--- src/hdl/cache_hit_tracker_dm_fa_fifo_unit_defines.svh ---
// Assertion macros shared by the cache hit tracker RTL.
// Depends on nothing; files that assert include it and provide clk and rst.
`ifndef CACHE_HIT_TRACKER_DM_FA_FIFO_UNIT_DEFINES_SVH
`define CACHE_HIT_TRACKER_DM_FA_FIFO_UNIT_DEFINES_SVH

// Condition and consequence in the same cycle.
`define CHDF_ASSERT_NOW(label, ante, cons, msg) \
  label: assert property (@(posedge clk) disable iff (rst) (ante) |-> (cons)) else $error(msg);

// Consequence checked in the cycle after the condition.
`define CHDF_ASSERT_NEXT(label, ante, cons, msg) \
  label: assert property (@(posedge clk) disable iff (rst) (ante) |=> (cons)) else $error(msg);

`endif

--- src/hdl/chdf_pkg.sv ---
// Shared constants, command and status types for the cache hit tracker.
// Depends on nothing; every RTL module refers to it by scoped names.
package chdf_pkg;

  localparam int ADDR_W      = 32;
  localparam int LINE_BYTES  = 64;
  localparam int OFFSET_W    = $clog2(LINE_BYTES);
  localparam int TAG_W       = ADDR_W - OFFSET_W;
  localparam int MAX_LINES   = 64;
  localparam int SLOT_W      = $clog2(MAX_LINES);
  localparam int LOG_W       = $clog2(SLOT_W + 1);
  localparam int SIZE_W      = 4;
  localparam int SIZE_MIN    = 7;
  localparam int SIZE_MAX    = 12;
  localparam int SIZE_RESET  = 10;
  localparam int CNT_W       = 32;
  localparam int CFG_INDEX_W = 2;
  localparam int QUEUE_DEPTH = 2;
  localparam int QPTR_W      = $clog2(QUEUE_DEPTH);
  localparam int QCNT_W      = $clog2(QUEUE_DEPTH + 1);

  // Configuration register indexes.
  typedef enum logic [CFG_INDEX_W-1:0] {
    REG_SIZE_LOG2   = 2'd0,
    REG_FULLY_ASSOC = 2'd1,
    REG_SPLIT_MODE  = 2'd2
  } cfg_reg_t;

  // One classified access, passed from the front to the back.
  typedef struct packed {
    logic [TAG_W-1:0]  line_no;
    logic              fully_assoc;
    logic              side;
    logic [SLOT_W-1:0] base;
    logic [SLOT_W-1:0] mask;
  } cmd_t;

  // Queue fill status.
  typedef struct packed {
    logic full;
    logic empty;
  } qstat_t;

  // Back-end lookup sequencer states.
  typedef enum logic {
    ST_IDLE,
    ST_LOOKUP
  } back_state_t;

endpackage

--- src/hdl/chdf_front.sv ---
// Front end: configuration registers and classification of each access
// into line number, region base and region mask. Depends on chdf_pkg.
module chdf_front (
  input  logic                                clk,
  input  logic                                rst,
  input  logic                                cfg_valid,
  input  logic [chdf_pkg::CFG_INDEX_W-1:0]    cfg_index,
  input  logic [chdf_pkg::SIZE_W-1:0]         cfg_data,
  input  logic [chdf_pkg::ADDR_W-1:0]         address,
  input  logic                                is_data,
  output chdf_pkg::cmd_t                      cmd
);

  logic [chdf_pkg::SIZE_W-1:0] size_log2;
  logic                        fully_assoc;
  logic                        split_mode;

  logic [chdf_pkg::SIZE_W-1:0] size_clamped;
  logic [chdf_pkg::LOG_W-1:0]  lines_log2;
  logic [chdf_pkg::LOG_W-1:0]  region_log2;
  logic [chdf_pkg::SLOT_W:0]   region_size;

  // Configuration registers; writes to unknown indexes are dropped.
  always_ff @(posedge clk) begin
    if (rst) begin
      size_log2   <= chdf_pkg::SIZE_W'(chdf_pkg::SIZE_RESET);
      fully_assoc <= 1'b0;
      split_mode  <= 1'b0;
    end else if (cfg_valid) begin
      case (chdf_pkg::cfg_reg_t'(cfg_index))
        chdf_pkg::REG_SIZE_LOG2:   size_log2   <= cfg_data;
        chdf_pkg::REG_FULLY_ASSOC: fully_assoc <= cfg_data[0];
        chdf_pkg::REG_SPLIT_MODE:  split_mode  <= cfg_data[0];
        default: ;
      endcase
    end
  end

  // Clamp the cache size and turn it into a line count exponent.
  always_comb begin
    if (size_log2 < chdf_pkg::SIZE_W'(chdf_pkg::SIZE_MIN)) begin
      size_clamped = chdf_pkg::SIZE_W'(chdf_pkg::SIZE_MIN);
    end else if (size_log2 > chdf_pkg::SIZE_W'(chdf_pkg::SIZE_MAX)) begin
      size_clamped = chdf_pkg::SIZE_W'(chdf_pkg::SIZE_MAX);
    end else begin
      size_clamped = size_log2;
    end

    if (size_clamped <= chdf_pkg::SIZE_W'(chdf_pkg::OFFSET_W)) begin
      lines_log2 = '0;
    end else if (size_clamped - chdf_pkg::SIZE_W'(chdf_pkg::OFFSET_W) >=
                 chdf_pkg::SIZE_W'(chdf_pkg::SLOT_W)) begin
      lines_log2 = chdf_pkg::LOG_W'(chdf_pkg::SLOT_W);
    end else begin
      lines_log2 = chdf_pkg::LOG_W'(size_clamped - chdf_pkg::SIZE_W'(chdf_pkg::OFFSET_W));
    end

    // A split half keeps at least one line.
    if (split_mode && lines_log2 != '0) begin
      region_log2 = lines_log2 - chdf_pkg::LOG_W'(1);
    end else begin
      region_log2 = lines_log2;
    end
    region_size = (chdf_pkg::SLOT_W + 1)'(1) << region_log2;
  end

  // Build the command for the back end.
  always_comb begin
    cmd.line_no     = address[chdf_pkg::ADDR_W-1:chdf_pkg::OFFSET_W];
    cmd.fully_assoc = fully_assoc;
    cmd.side        = split_mode & is_data;
    cmd.mask        = chdf_pkg::SLOT_W'(region_size - (chdf_pkg::SLOT_W + 1)'(1));
    cmd.base        = (split_mode && is_data) ? chdf_pkg::SLOT_W'(region_size) : '0;
  end

endmodule

--- src/hdl/chdf_queue.sv ---
// Two-entry command queue between the front end and the back end.
// Depends on chdf_pkg for the command and status types.
module chdf_queue (
  input  logic            clk,
  input  logic            rst,
  input  logic            push,
  input  chdf_pkg::cmd_t  push_cmd,
  input  logic            pop,
  output chdf_pkg::cmd_t  head_cmd,
  output chdf_pkg::qstat_t qstat
);

  chdf_pkg::cmd_t                 entries [chdf_pkg::QUEUE_DEPTH];
  logic [chdf_pkg::QPTR_W-1:0]    wr_ptr;
  logic [chdf_pkg::QPTR_W-1:0]    rd_ptr;
  logic [chdf_pkg::QCNT_W-1:0]    count;

  // Pointers and fill count.
  always_ff @(posedge clk) begin
    if (rst) begin
      wr_ptr <= '0;
      rd_ptr <= '0;
      count  <= '0;
    end else begin
      if (push) begin
        wr_ptr <= wr_ptr + chdf_pkg::QPTR_W'(1);
      end
      if (pop) begin
        rd_ptr <= rd_ptr + chdf_pkg::QPTR_W'(1);
      end
      if (push && !pop) begin
        count <= count + chdf_pkg::QCNT_W'(1);
      end else if (pop && !push) begin
        count <= count - chdf_pkg::QCNT_W'(1);
      end
    end
  end

  // Entry storage.
  always_ff @(posedge clk) begin
    if (push) begin
      entries[wr_ptr] <= push_cmd;
    end
  end

  assign head_cmd    = entries[rd_ptr];
  assign qstat.empty = (count == '0);
  assign qstat.full  = (count == chdf_pkg::QCNT_W'(chdf_pkg::QUEUE_DEPTH));

endmodule

--- src/hdl/chdf_back.sv ---
// Back end: tag memory, valid bits, FIFO pointers, lookup sequencer,
// hit and access counters and the result register. Depends on chdf_pkg.
module chdf_back (
  input  logic                        clk,
  input  logic                        rst,
  input  chdf_pkg::cmd_t              head_cmd,
  input  chdf_pkg::qstat_t            qstat,
  output logic                        pop,
  output logic                        out_valid,
  input  logic                        out_ready,
  output logic                        hit,
  output logic [chdf_pkg::CNT_W-1:0]  hit_total,
  output logic [chdf_pkg::CNT_W-1:0]  access_total
);

  chdf_pkg::back_state_t          state;
  chdf_pkg::back_state_t          state_next;
  chdf_pkg::cmd_t                 cmd;
  logic [chdf_pkg::SLOT_W-1:0]    cur_slot;
  logic [chdf_pkg::SLOT_W-1:0]    idx;
  logic [chdf_pkg::MAX_LINES-1:0] valid;
  logic [chdf_pkg::SLOT_W-1:0]    fifo_ptr [2];
  logic [chdf_pkg::TAG_W-1:0]     tag_mem [chdf_pkg::MAX_LINES];
  logic [chdf_pkg::TAG_W-1:0]     rd_data;

  logic [chdf_pkg::SLOT_W-1:0]    first_slot;
  logic [chdf_pkg::SLOT_W-1:0]    rd_addr;
  logic [chdf_pkg::SLOT_W-1:0]    wr_addr;
  logic [chdf_pkg::SLOT_W-1:0]    evict_ptr;
  logic [chdf_pkg::SLOT_W-1:0]    evict_slot;
  logic                           wr_en;
  logic                           finish;
  logic                           hit_now;
  logic                           evict;
  logic                           step;
  logic                           slot_valid;
  logic                           tag_match;
  logic                           decided;
  logic                           out_free;

  // Lookup helpers.
  always_comb begin
    if (head_cmd.fully_assoc) begin
      first_slot = head_cmd.base;
    end else begin
      first_slot = head_cmd.base + (head_cmd.line_no[chdf_pkg::SLOT_W-1:0] & head_cmd.mask);
    end
    slot_valid = valid[cur_slot];
    tag_match  = slot_valid && (rd_data == cmd.line_no);
    evict_ptr  = fifo_ptr[cmd.side] & cmd.mask;
    evict_slot = cmd.base + evict_ptr;
    decided    = !cmd.fully_assoc || tag_match || !slot_valid || (idx == cmd.mask);
    out_free   = !out_valid || out_ready;
  end

  // Next state.
  always_comb begin
    state_next = state;
    case (state)
      chdf_pkg::ST_IDLE: begin
        if (!qstat.empty) begin
          state_next = chdf_pkg::ST_LOOKUP;
        end
      end
      chdf_pkg::ST_LOOKUP: begin
        if (finish) begin
          state_next = chdf_pkg::ST_IDLE;
        end
      end
      default: state_next = chdf_pkg::ST_IDLE;
    endcase
  end

  // Sequencer outputs: reads, writes, result and pointer updates.
  always_comb begin
    pop     = 1'b0;
    rd_addr = cur_slot;
    wr_en   = 1'b0;
    wr_addr = cur_slot;
    finish  = 1'b0;
    hit_now = 1'b0;
    evict   = 1'b0;
    step    = 1'b0;
    case (state)
      chdf_pkg::ST_IDLE: begin
        if (!qstat.empty) begin
          pop     = 1'b1;
          rd_addr = first_slot;
        end
      end
      chdf_pkg::ST_LOOKUP: begin
        if (decided) begin
          if (out_free) begin
            finish  = 1'b1;
            hit_now = tag_match;
            if (!tag_match) begin
              wr_en = 1'b1;
              // A full associative region replaces at its FIFO pointer.
              if (cmd.fully_assoc && slot_valid) begin
                evict   = 1'b1;
                wr_addr = evict_slot;
              end
            end
          end
        end else begin
          step    = 1'b1;
          rd_addr = cur_slot + chdf_pkg::SLOT_W'(1);
        end
      end
      default: ;
    endcase
  end

  // Control registers, valid bits, pointers, counters and result.
  always_ff @(posedge clk) begin
    if (rst) begin
      state        <= chdf_pkg::ST_IDLE;
      valid        <= '0;
      fifo_ptr[0]  <= '0;
      fifo_ptr[1]  <= '0;
      hit_total    <= '0;
      access_total <= '0;
      out_valid    <= 1'b0;
    end else begin
      state <= state_next;
      if (wr_en) begin
        valid[wr_addr] <= 1'b1;
      end
      if (evict) begin
        fifo_ptr[cmd.side] <= (evict_ptr + chdf_pkg::SLOT_W'(1)) & cmd.mask;
      end
      if (finish) begin
        out_valid <= 1'b1;
        if (hit_now && hit_total != '1) begin
          hit_total <= hit_total + chdf_pkg::CNT_W'(1);
        end
        if (access_total != '1) begin
          access_total <= access_total + chdf_pkg::CNT_W'(1);
        end
      end else if (out_ready) begin
        out_valid <= 1'b0;
      end
    end
  end

  // Current command, scan position and result flag.
  always_ff @(posedge clk) begin
    if (pop) begin
      cmd      <= head_cmd;
      cur_slot <= first_slot;
      idx      <= '0;
    end else if (step) begin
      cur_slot <= cur_slot + chdf_pkg::SLOT_W'(1);
      idx      <= idx + chdf_pkg::SLOT_W'(1);
    end
    if (finish) begin
      hit <= hit_now;
    end
  end

  // Tag memory: one write port, one registered read port.
  always_ff @(posedge clk) begin
    if (wr_en) begin
      tag_mem[wr_addr] <= cmd.line_no;
    end
    rd_data <= tag_mem[rd_addr];
  end

endmodule

--- src/hdl/cache_hit_tracker_dm_fa_fifo_unit.sv ---
// Top level of the tag-only cache hit tracker: front end, command queue,
// back end. Depends on chdf_pkg, chdf_front, chdf_queue, chdf_back.
//
//   Channel  Handshake            Word
//   cfg      cfg_valid/cfg_ready  cfg_index, cfg_data
//   in       in_valid/in_ready    address, is_data
//   out      out_valid/out_ready  hit, hit_total, access_total
//
// In the back end a direct-mapped access is dequeued and read, then
// compared and updated. A fully associative access scans its region one
// tag memory read per cycle until it hits, finds an invalid slot or ends.
// The tag memory's single read port sets this scan rate.
// Reset clears the valid bits, FIFO pointers and counters at once.
// A result waiting in the output register stalls the back end only when it
// is ready to finish the next access; the queue accepts inputs while it has room.
`include "cache_hit_tracker_dm_fa_fifo_unit_defines.svh"

module cache_hit_tracker_dm_fa_fifo_unit (
  input  logic                                clk,
  input  logic                                rst,
  input  logic                                cfg_valid,
  output logic                                cfg_ready,
  input  logic [chdf_pkg::CFG_INDEX_W-1:0]    cfg_index,
  input  logic [chdf_pkg::SIZE_W-1:0]         cfg_data,
  input  logic                                in_valid,
  output logic                                in_ready,
  input  logic [chdf_pkg::ADDR_W-1:0]         address,
  input  logic                                is_data,
  output logic                                out_valid,
  input  logic                                out_ready,
  output logic                                hit,
  output logic [chdf_pkg::CNT_W-1:0]          hit_total,
  output logic [chdf_pkg::CNT_W-1:0]          access_total
);

  chdf_pkg::cmd_t   front_cmd;
  chdf_pkg::cmd_t   head_cmd;
  chdf_pkg::qstat_t qstat;
  logic             push;
  logic             pop;

  // Configuration is always taken; input flows while the queue has room.
  assign cfg_ready = 1'b1;
  assign in_ready  = !qstat.full;
  assign push      = in_valid && in_ready;

  chdf_front u_front (
    .clk       (clk),
    .rst       (rst),
    .cfg_valid (cfg_valid),
    .cfg_index (cfg_index),
    .cfg_data  (cfg_data),
    .address   (address),
    .is_data   (is_data),
    .cmd       (front_cmd)
  );

  chdf_queue u_queue (
    .clk      (clk),
    .rst      (rst),
    .push     (push),
    .push_cmd (front_cmd),
    .pop      (pop),
    .head_cmd (head_cmd),
    .qstat    (qstat)
  );

  chdf_back u_back (
    .clk          (clk),
    .rst          (rst),
    .head_cmd     (head_cmd),
    .qstat        (qstat),
    .pop          (pop),
    .out_valid    (out_valid),
    .out_ready    (out_ready),
    .hit          (hit),
    .hit_total    (hit_total),
    .access_total (access_total)
  );

  // The back end only dequeues a command that is there.
  `CHDF_ASSERT_NOW(a_pop_nonempty, pop, !qstat.empty, "pop from empty queue")

  // Hits never outnumber accesses.
  `CHDF_ASSERT_NOW(a_hits_le_access, out_valid, hit_total <= access_total, "hit count too large")

  // A hit result always carries a nonzero hit count.
  `CHDF_ASSERT_NOW(a_hit_counted, out_valid && hit, hit_total != '0, "hit not counted")

  // A new result after a taken one has advanced the access count.
  `CHDF_ASSERT_NEXT(a_access_step, out_valid && out_ready && access_total != '1, !out_valid || access_total != $past(access_total), "access count did not advance")

endmodule
--- config.mk ---
export PLATFORM = sky130hd
export DESIGN_NAME = cache_hit_tracker_dm_fa_fifo_unit
export DESIGN_NICKNAME = d
export VERILOG_FILES = /design/src/hdl/chdf_pkg.sv /design/src/hdl/chdf_front.sv /design/src/hdl/chdf_queue.sv /design/src/hdl/chdf_back.sv /design/src/hdl/cache_hit_tracker_dm_fa_fifo_unit.sv
export VERILOG_INCLUDE_DIRS = /design/src /design/src/hdl
export SDC_FILE = /design/constraint.sdc
export NUM_CORES = 2
export LEC_CHECK = 0
export BUFFER_PORTS_ARGS = -buffer_cell sky130_fd_sc_hd__buf_4
export CAP_MARGIN = 20
export CELL_PAD_IN_SITES_DETAIL_PLACEMENT = 1
export CELL_PAD_IN_SITES_GLOBAL_PLACEMENT = 2
export CORE_MARGIN = 2
export CORE_UTILIZATION = 34
export CTS_CLUSTER_DIAMETER = 80
export DETAILED_ROUTE_END_ITERATION = 10
export PLACE_DENSITY_LB_ADDON = 0.1
export RECOVER_POWER = 100
export SLEW_MARGIN = 20
export SYNTH_ARGS = -nofsm -noshare
export SYNTH_HDL_FRONTEND = slang
export SYNTH_SLANG_ARGS = --single-unit
--- constraint.sdc ---
create_clock -name clk -period 5.2 [get_ports clk]
set_clock_uncertainty 0.05 [all_clocks]
set_input_delay 0.26 -clock clk [delete_from_list [all_inputs] [get_ports clk]]
set_output_delay 0.26 -clock clk [all_outputs]
set_load 0.01 [all_outputs]
==> results_dict.tcl <==
set metrics [dict create \
    status "finished with violations" \
    violations "max-capacitance violations, max-slew violations" \
    swShare_pct 43.9 \
    clockBufferDepth 3 \
    timing.rr.end "u_back.rd_data[10]$_DFF_P_" \
    required_ns 5.96 \
    intPower_w 0.0391 \
    clk_latency_ns 0.89 \
    routed_wl_um 276000 \
    routedWlPerCell_um 29.7 \
    syn_area_per_cell_um2 13.7 \
    combPwrFrac_pct 47.7 \
    async_flop_share_pct 0 \
    synth_top_area_cell "edfxtp_1" \
    post-place-cells 8811 \
    routed_via_density 5.37 \
    gr-usage-all-layers_pct 23.2 \
    grt.overflow.total 0 \
    grt_pass1_wl_um 389000 \
    yosys-top-cells-area "edfxtp_1 (69%), nand2_1 (6.1%), dfxtp_1 (4.5%), mux2i_1 (3.4%), nand3_1 (2.6%)" \
    antenna_found_initial 23 \
    finalHoldViolCount 0 \
    num_vias 49820 \
    cts.clk_slew.worst_paths_ns 0.06 \
    dieHeight_um 483 \
    synth_top_cell_area_share_pct 69.4 \
    max_freq_ghz 0.196 \
    worst-path-max-fanout 26 \
    yosys_register_bits 1977 \
    synth_compound_area_share_pct 5.11 \
    die_area_um2 233000 \
    relSlewSlack_pct -197 \
    cts_buffers 216 \
    ys_seq_area_share_pct 73.9 \
    place_hpwl_um 166000 \
    setup_viol 0 \
    r2r_slack_ns 0.1 \
    first_pass_iters 5 \
    yosysUniqueCellTypes 75 \
    synthAdderAreaFrac_pct 0.372 \
    synthTopCellsByCount "edfxtp_1 (1803), nand2_1 (1261), nand3_1 (405)" \
    core_area_um2 228000 \
    peakVddDrop_v 0.000759 \
    min_path_type "input pin to flip-flop" \
    tightest_slew_ns 4.46 \
    synth_xor_area_share_pct 1.24 \
    start_util_pct 34.3 \
    ant_nets 0 \
    drc 0 \
    switching_power_w 0.0306 \
    synth_cells 5697 \
    synth-simple-area-share_pct 13.4 \
    fin_ws_ns 0.0965 \
    critPathArrivalTime_ns 5.86 \
    cp-end-kind "flip-flop" \
    layout-drive-gt1-share_pct 12.1 \
    instances_no_fill 9283 \
    synth_ff_type "edfxtp_1" \
    start_kind "flip-flop" \
    maxCapViolations 32 \
    cellPowerDensity_nw_per_um2 755 \
    cts_tree "yes" \
    p_seq_share_pct 30.1 \
    drt_iter0_drc 4311 \
    tns_ns 0 \
    area_delta_synth_final_pct 18.2 \
    worstSetupEndpoint "u_back.rd_data[10]$_DFF_P_" \
    crit_start "u_back.cur_slot[1]$_DFFE_PP_" \
    dieWidth_um 483 \
    cts_root_buf "clkbuf_16" \
    power_leakage_nw 31.6 \
    finalNetCount 6147 \
    fin_hold_ws_ns 0.0990 \
    pwr-share-clk_pct 22.2 \
    finalMaxSlewViolations 1955 \
    timing.rr.start "u_back.cur_slot[1]$_DFFE_PP_" \
    synth_top_family_by_area "simple AND/OR/NAND/NOR gates" \
    clock_sinks 1977 \
    io_pins 112 \
    muxShareOfSynthArea_pct 3.97 \
    first_global_vias 50529 \
    yosysMostFrequentCell "edfxtp_1" \
    grt_max_degree 137 \
    cts.htree.levels 4 \
    pre_cts_slack_ns -0.422 \
    ys_warn_count 0 \
    port_buffers 104 \
    rows 175 \
    fin_crit_ns 5.10 \
    synth-edff-count 1803 \
    synth_nets 5763 \
    gp_congestion 0.855 \
    period_share_pct 98.1 \
    crit_type "flip-flop to flip-flop" \
    r2r_cells 15 \
    syn_area_um2 78000 \
]
[metrics by stage]
step           total power, W  util [%]  instance area (µm²)
2_1_floorplan          0.0371         -                78000
3_3_place_gp           0.0542      37.6                85500
4_1_cts                0.0701      40.9                93200
6_report               0.0697      40.5                92200
5_1_grt                0.0728      40.5                92200
3_5_place_dp           0.0544      37.6                85600
[layer usage]
metal	part of all wire [%]	global-route usage (%)
met1	46	32.8
met2	47	37.8
met3	5.0	3.35
met4	2.3	5.41
met5	0.0047	0
[power by group through the flow]
stage	registers, W	clock network (W)	logic, W
final	0.0210	0.0155	0.0332
after global routing	0.0210	0.0164	0.0353
after CTS	0.0206	0.0158	0.0337
after detailed placement	0.0209	0	0.0335
after global placement	0.0209	0	0.0333
after floorplan	0.0215	0	0.0156
[cell families after synthesis]
| kind of cell | count (synthesis) |
|---|---|
| AOI/OAI and AO/OA | 563 |
| xor gates and xnor gates | 110 |
| adders and majority gates | 22 |
| buffers and inverters | 364 |
| DFF | 1977 |
| muxes | 304 |
| other | 1 |
| and+or+nand+nor | 2356 |
[cell usage in the layout (no fill, tap or decap), types with 15 or more instances in the layout]
master and count:
a31oi_1 30, clkinv_1 53, clkbuf_4 48, mux2_1 30, nand2_1 1259, inv_1 24
edfxtp_1 1803, ha_1 20, a22o_1 102, nor2_4 40, clkinv_2 40, and4_1 27
dfxtp_1 173, a311oi_1 24, and3_1 45, buf_4 190, nand3_1 405, nand4_1 172
nor4_2 19, buf_12 69, o21ai_0 23, clkbuf_16 216, dlygate4sd3_1 55, nor2b_1 15
a22oi_1 18, a21oi_1 166, bufinv_16 25, a32oi_1 103, clkbuf_1 163, nor2_1 268
xnor2_1 25, nor4_1 15, xor2_1 85, o22ai_1 51, mux2i_1 262
[final cells by class]
cell class,count,area [µm²]
antenna,6,15.0
clock buffer,266,5630
clock inverter,139,1430
fill,23214,135000
inverter,26,97.6
multi-input combinational,3357,19300
sequential,1977,57600
tap,3009,3760
timing repair buffer,503,4380
[sequential cells by signal (all words and copies together) (netlist names), 12 cells and up, named ones only]
name and count:
u_back.rd_data 26, u_back.cmd 40, u_back.access_total 32, u_back.hit_total 32, u_back.tag_mem 1664, u_back.valid 64
u_queue.entries 80, u_back.fifo_ptr 12
[critical path, stage by stage, from the launching register on]
cell	delay, ns
edfxtp_1	0.52
nor2b_1	0.19
buf_4	0.19
a22oi_1	0.29
a21boi_1	0.13
or4_1	0.64
o22ai_4	0.29
mux2i_1	0.38
and2_4	0.28
buf_4	0.37
nor2_4	0.08
buf_12	0.19
buf_12	0.19
a32oi_1	0.25
nand4_1	0.60
nand4_1	0.32
[how the worst min path moves through the flow]
stage / cells after the start / slack [ns] / to / startpoint
CTS: 2 / 0.0008 / u_queue.entries[0][32]$_DFFE_PP_ / address[24]
floorplan: 0 / 0.31 / u_queue.entries[0][14]$_DFFE_PP_ / address[6]
global route: 2 / 0.07 / u_queue.entries[0][32]$_DFFE_PP_ / address[24]
finish: 2 / 0.1 / u_queue.entries[0][32]$_DFFE_PP_ / address[24]
global placement: 1 / 0.40 / u_queue.entries[0][29]$_DFFE_PP_ / address[21]
detailed placement: 1 / 0.40 / u_queue.entries[0][29]$_DFFE_PP_ / address[21]
[timing repair]
item                       4_1_cts  5_1_grt
gates resized for setup         10        8
setup endpoints to repair       12       25
hold endpoints to repair       138        0
hold buffers                    55        0
pin swaps                        0        4
gates cloned                     0        1
buffers inserted                 0        4
Power figures use the tool's default switching activity.
